$ cat config.mk
export PLATFORM = sky130hd
export DESIGN_NAME = kgsq_ctrl
export DESIGN_NICKNAME = d
export VERILOG_FILES = /design/src/sv/kgsq_pkg.sv /design/src/sv/kgsq_ctrl.sv
export SDC_FILE = /design/constraint.sdc
export NUM_CORES = 1
export LEC_CHECK = 0
export ABC_AREA = 1
export BUFFER_PORTS_ARGS = -buffer_cell sky130_fd_sc_hd__clkbuf_2
export CORE_AREA = 2 2 40 42
export DETAILED_ROUTE_END_ITERATION = 6
export DIE_AREA = 0 0 42 44
export PLACE_DENSITY = 0.74
export RECOVER_POWER = 25
export SYNTH_ARGS = -nofsm -noshare
export SYNTH_HDL_FRONTEND = slang
export SYNTH_SLANG_ARGS = --single-unit
export TNS_END_PERCENT = 30
$ cat constraint.sdc
create_clock -name clk_i -period 1.6 [get_ports clk_i]
set_clock_uncertainty 0.15 [all_clocks]
set_input_delay 0.24 -clock clk_i [delete_from_list [all_inputs] [get_ports clk_i]]
set_output_delay 0.24 -clock clk_i [all_outputs]
set_load 0.02 [all_outputs]
$ cat src/sv/kgsq_pkg.sv
`timescale 1ns / 1ps
// shared types and constants for the k-mer graph successor query block
// no dependencies; imported by kgsq_ctrl, kgsq_dpath and the top level

package kgsq_pkg;

  // default longest k-mer, in nucleotides
  localparam int unsigned KMaxDef = 12;
  // shortest usable k-mer
  localparam int unsigned KMin    = 2;

  // stream and configuration widths
  localparam int unsigned KmerW    = 24;
  localparam int unsigned SDataW   = 24;
  localparam int unsigned MDataW   = 16;
  localparam int unsigned CfgIdxW  = 4;
  localparam int unsigned CfgDataW = 4;

  // configuration register indexes
  localparam logic [CfgIdxW-1:0] CFG_KLEN = CfgIdxW'(0);
  localparam logic [CfgIdxW-1:0] CFG_MODE = CfgIdxW'(1);

  // item kinds carried on tuser
  localparam logic ACT_INSERT = 1'b0;
  localparam logic ACT_QUERY  = 1'b1;

  typedef enum logic [1:0] {
    ST_OK       = 2'd0,
    ST_RANGE    = 2'd1,
    ST_NONCANON = 2'd2,
    ST_ORDER    = 2'd3
  } status_e;

  // controller to datapath
  typedef struct packed {
    logic       clr_step;
    logic       accept;
    logic       issue;
    logic [2:0] slot;
    logic       ins_wr;
    logic       load_out;
  } ctrl_cmd_t;

  // datapath to controller
  typedef struct packed {
    logic clr_last;
    logic qry_oor;
    logic is_query;
  } dp_sts_t;

endpackage

$ cat src/sv/kgsq_ctrl.sv
`timescale 1ns / 1ps
// sequencer for the k-mer graph successor query block
// depends on kgsq_pkg; drives kgsq_dpath through ctrl_cmd_t

module kgsq_ctrl import kgsq_pkg::*; (
  input  logic      clk_i,
  input  logic      rst_ni,
  input  logic      s_tvalid_i,
  output logic      s_tready_o,
  input  logic      m_tready_i,
  output logic      m_tvalid_o,
  input  dp_sts_t   sts_i,
  output ctrl_cmd_t cmd_o
);

  localparam logic [2:0] S_CLEAR  = 3'd0;
  localparam logic [2:0] S_IDLE   = 3'd1;
  localparam logic [2:0] S_ISSUE  = 3'd2;
  localparam logic [2:0] S_DRAIN  = 3'd3;
  localparam logic [2:0] S_INS_B  = 3'd4;
  localparam logic [2:0] S_INS_RD = 3'd5;
  localparam logic [2:0] S_INS_WR = 3'd6;
  localparam logic [2:0] S_FINISH = 3'd7;

  // lookup pipeline depth behind the issue stage
  localparam logic [2:0] DrainLast = 3'd2;
  localparam logic [2:0] SlotLast  = 3'd7;

  logic [2:0] state_q, state_d;
  logic [2:0] cnt_q, cnt_d;
  logic       out_valid_q, out_valid_d;

  always_comb begin
    state_d = state_q;
    cnt_d   = cnt_q;
    cmd_o   = '0;
    case (state_q)
      S_CLEAR: begin
        cmd_o.clr_step = 1'b1;
        if (sts_i.clr_last) begin
          state_d = S_IDLE;
        end
      end
      S_IDLE: begin
        if (s_tvalid_i) begin
          cmd_o.accept = 1'b1;
          cnt_d        = '0;
          state_d      = S_ISSUE;
        end
      end
      S_ISSUE: begin
        cmd_o.slot = cnt_q;
        if (!sts_i.is_query) begin
          cmd_o.issue = 1'b1;
          state_d     = S_INS_B;
        end else if (sts_i.qry_oor) begin
          state_d = S_FINISH;
        end else begin
          cmd_o.issue = 1'b1;
          if (cnt_q == SlotLast) begin
            cnt_d   = '0;
            state_d = S_DRAIN;
          end else begin
            cnt_d = cnt_q + 3'd1;
          end
        end
      end
      S_DRAIN: begin
        if (cnt_q == DrainLast) begin
          state_d = S_FINISH;
        end else begin
          cnt_d = cnt_q + 3'd1;
        end
      end
      S_INS_B: begin
        state_d = S_INS_RD;
      end
      S_INS_RD: begin
        state_d = S_INS_WR;
      end
      S_INS_WR: begin
        cmd_o.ins_wr = 1'b1;
        state_d      = S_FINISH;
      end
      S_FINISH: begin
        if (!out_valid_q || m_tready_i) begin
          cmd_o.load_out = 1'b1;
          state_d        = S_IDLE;
        end
      end
      default: begin
        state_d = S_IDLE;
      end
    endcase
  end

  assign out_valid_d = cmd_o.load_out ? 1'b1 : (out_valid_q & ~m_tready_i);
  assign s_tready_o  = (state_q == S_IDLE);
  assign m_tvalid_o  = out_valid_q;

  always_ff @(posedge clk_i or negedge rst_ni) begin
    if (!rst_ni) begin
      state_q     <= S_CLEAR;
      cnt_q       <= '0;
      out_valid_q <= 1'b0;
    end else begin
      state_q     <= state_d;
      cnt_q       <= cnt_d;
      out_valid_q <= out_valid_d;
    end
  end

endmodule

==> results.toml <==
[grt]
grt_overflow = 0
grt_max_degree = 14
antenna_found_initial = 0
grtUsageTotal_pct = 20.09
grt_pass1_vias = 708
grt_pass1_wl_microns = 2787

[hold_path]
hp-class = "input port to register"

[critical_path]
timing.rr.end = "state_q[0]"
critPathKind = "register to output port"
cp_max_fo = 4
cpLargestDelayFamily = "flip-flops"
crit_chain = "inv_4 > nand2_4 > nor2_4 > inv_2 > a21oi_2 > clkbuf_8"
path_buf_inv = 3
reg2reg_setup_slack_ps = 80
crit_arrival_ps = 1280
crit_end = "cmd_o[5]"
rr_worst_depth = 9
slowest_stage = "dfrtp_2"
worst_setup_path_start_kind = "register"
critPathRequiredTime_ps = 1210
r2r_start = "cnt_q[0]"
crit_path_max_incr_delay_ps = 440
critPathCaptureType = "output port"
cp.depth = 6
crit_start = "state_q[2]"

[finish]
multi_input_area_sq_um = 425.4
nNetsFinal = 140
area_growth_pct = 37.94
drive_above_1_share_pct = 43.41
nFillCells = 138
final_area_sq_um = 937.1
antenna_cells = 0
final-seq-area_sq_um = 178.9
final_util_pct = 66.05

[pwr]
power_density_nw_per_um2 = 2008
p_leak_uw = 0.0004997
peakVddDrop_mv = 1.067

[synthesis]
synth_edf_count = 0
ys_ff_latch = 7
synth-seq-area-share_pct = 25.78
synthesis.nets = 112
synth_compound_area_share_pct = 3.683
synth_adder_area_share_pct = 5.525
netlist.area_leader.share_pct = 25.78
synth-xor-area-share_pct = 0
syn_area_sq_um = 679.4
synth_top_family_by_area = "simple AND/OR/NAND/NOR gates"
yosys.area_share.simple_pct = 48.43
synth.avg_cell_area_sq_um = 6.661
ys_types = 18
yosys.area.top_type = "dfrtp_1"
ys_async_sr_fraction_pct = 100.0
ys.warnings.count = 0
synthFlopType = "dfrtp_1"
synth_common_cells = "nand2_1 (24), inv_1 (16), nor2_1 (15)"
yosysMostFrequentCell = "nand2_1"
syn_inst = 102
synth_area_leaders = "dfrtp_1 (26%), nand2_1 (13%), inv_1 (8.8%)"
yosys-mux-area-fraction_pct = 0

[clocking]
numCtsBuffers = 3
cts_root_buffer = "clkbuf_4"
h-tree-depth = 1
clkTransAtPathRegs_ps = 50
clk_latency_ps = 250
cts_tree = "yes"
clk_path_buf_depth = 2
cts.sinks = 7

[run]
drv_cap = 0

[timing]
setup_ws_ps = -73.29
rsz0062_at_grt = "yes"
hold_viol = 0
finalSetupViolCount = 4
worstMarginPinSlew_ps = 361.6
max_freq_mhz = 597.6
maxSlewViolCount = 0
finalCritPeriodShare_pct = 104.6
slew_headroom_pct = 75.90
timing.final.crit_period_ps = 1673

[floorplan]
die_h_microns = 44
boundaryPins = 17
dieArea_sq_um = 1848
row_count = 14
die_w_microns = 42
core_sq_um = 1419
start_util_pct = 47.88

[drt]
vias = 688
drtIter0Drc = 11
wl_microns = 1626
post_drt_wl_per_cell_microns = 11.21
antenna_left = 0
viasPerCell = 4.745
drtPass1Iterations = 3
drc_errors = 0

[status]
violations = "negative setup slack"
status = "finished, violations left"

[placement]
dp_slack_ps = 30.35
place_area_sq_um = 768.2
numPortBuffers = 16
dp_hpwl_microns = 1128
gp_congestion = 0.8628
## metal layers
metal	GRT usage [%]	vias up	wire [microns]	part of all wire [%]
li1	-	357	-	-
met1	19.49	314	625	38
met2	40.31	15	941	58
met3	4.583	2	46	2.8
met4	8.387	0	13	0.80
met5	0	-	0	0
## layout by cell type (no fill, tap or decap), types with 4 or more instances in the layout
| cell | instances |
|---|---|
| nand3_1 | 8 |
| dfrtp_1 | 4 |
| clkbuf_2 | 7 |
| nor2_1 | 13 |
| buf_4 | 10 |
| nand2_1 | 24 |
| inv_1 | 15 |
| nor2_2 | 5 |
| nand2_2 | 7 |
## cell type report
cell class / instances / share of cell area, %
clock buffers: 4 / 2.804
well taps: 16 / 2.136
repair buffers: 26 / 21.90
inverters: 19 / 8.678
multi-input cells: 73 / 45.39
flip-flops and latches: 7 / 19.09
## cells by family (layout without fill, tap and decap cells)
logic type / after synthesis / after routing
flip-flops: 7 / 7
AO/OA/AOI/OAI: 5 / 5
AND/OR/NAND/NOR: 65 / 65
buffers and inverters: 22 / 49
adder cells (fa/ha/maj): 3 / 3
## stage by stage
stage / instances / setup TNS, ps / hold slack, ps / total power, uW
6_report: 145 / -123.6 / 63.06 / 1882
5_1_grt: 145 / -490.5 / 75.31 / 2063
4_1_cts: 142 / -345.7 / 59.00 / 1773
3_5_place_dp: 134 / 0 / -63.19 / 1453
3_3_place_gp: 134 / 0 / -69.21 / 1419
2_1_floorplan: 102 / 0 / -205.6 / 1253
## report_power, final
part           switching (uW)  internal, uW
combinational             774           563
sequential                124           266
clock                    60.4          94.9
total                     959           923
## worst min-delay path by stage
stage                          start    endpoint  slack, ps  depth (start not counted)
after floorplan               rst_ni    cnt_q[0]       -210                          0
after global placement        rst_ni    cnt_q[1]        -70                          1
after detailed placement      rst_ni  state_q[0]        -60                          1
after CTS                 m_tready_i  m_tvalid_o         60                          2
after global routing      m_tready_i  m_tvalid_o         80                          2
final                     m_tready_i  m_tvalid_o         60                          2
## timing repair
action / in CTS / in global routing
gates resized for setup: 18 / 15
pin swaps: 4 / 5
hold endpoints to repair: 7 / 0
hold buffers: 1 / 0
endpoints found under the setup margin: 9 / 15
setup buffers: 3 / 3
## flip-flops by register name, indices dropped and copies added, names as in the netlist
name        flops
state_q         3
cnt_q           3
m_tvalid_o      1
No activity file was read; power rests on OpenSTA's default activity.
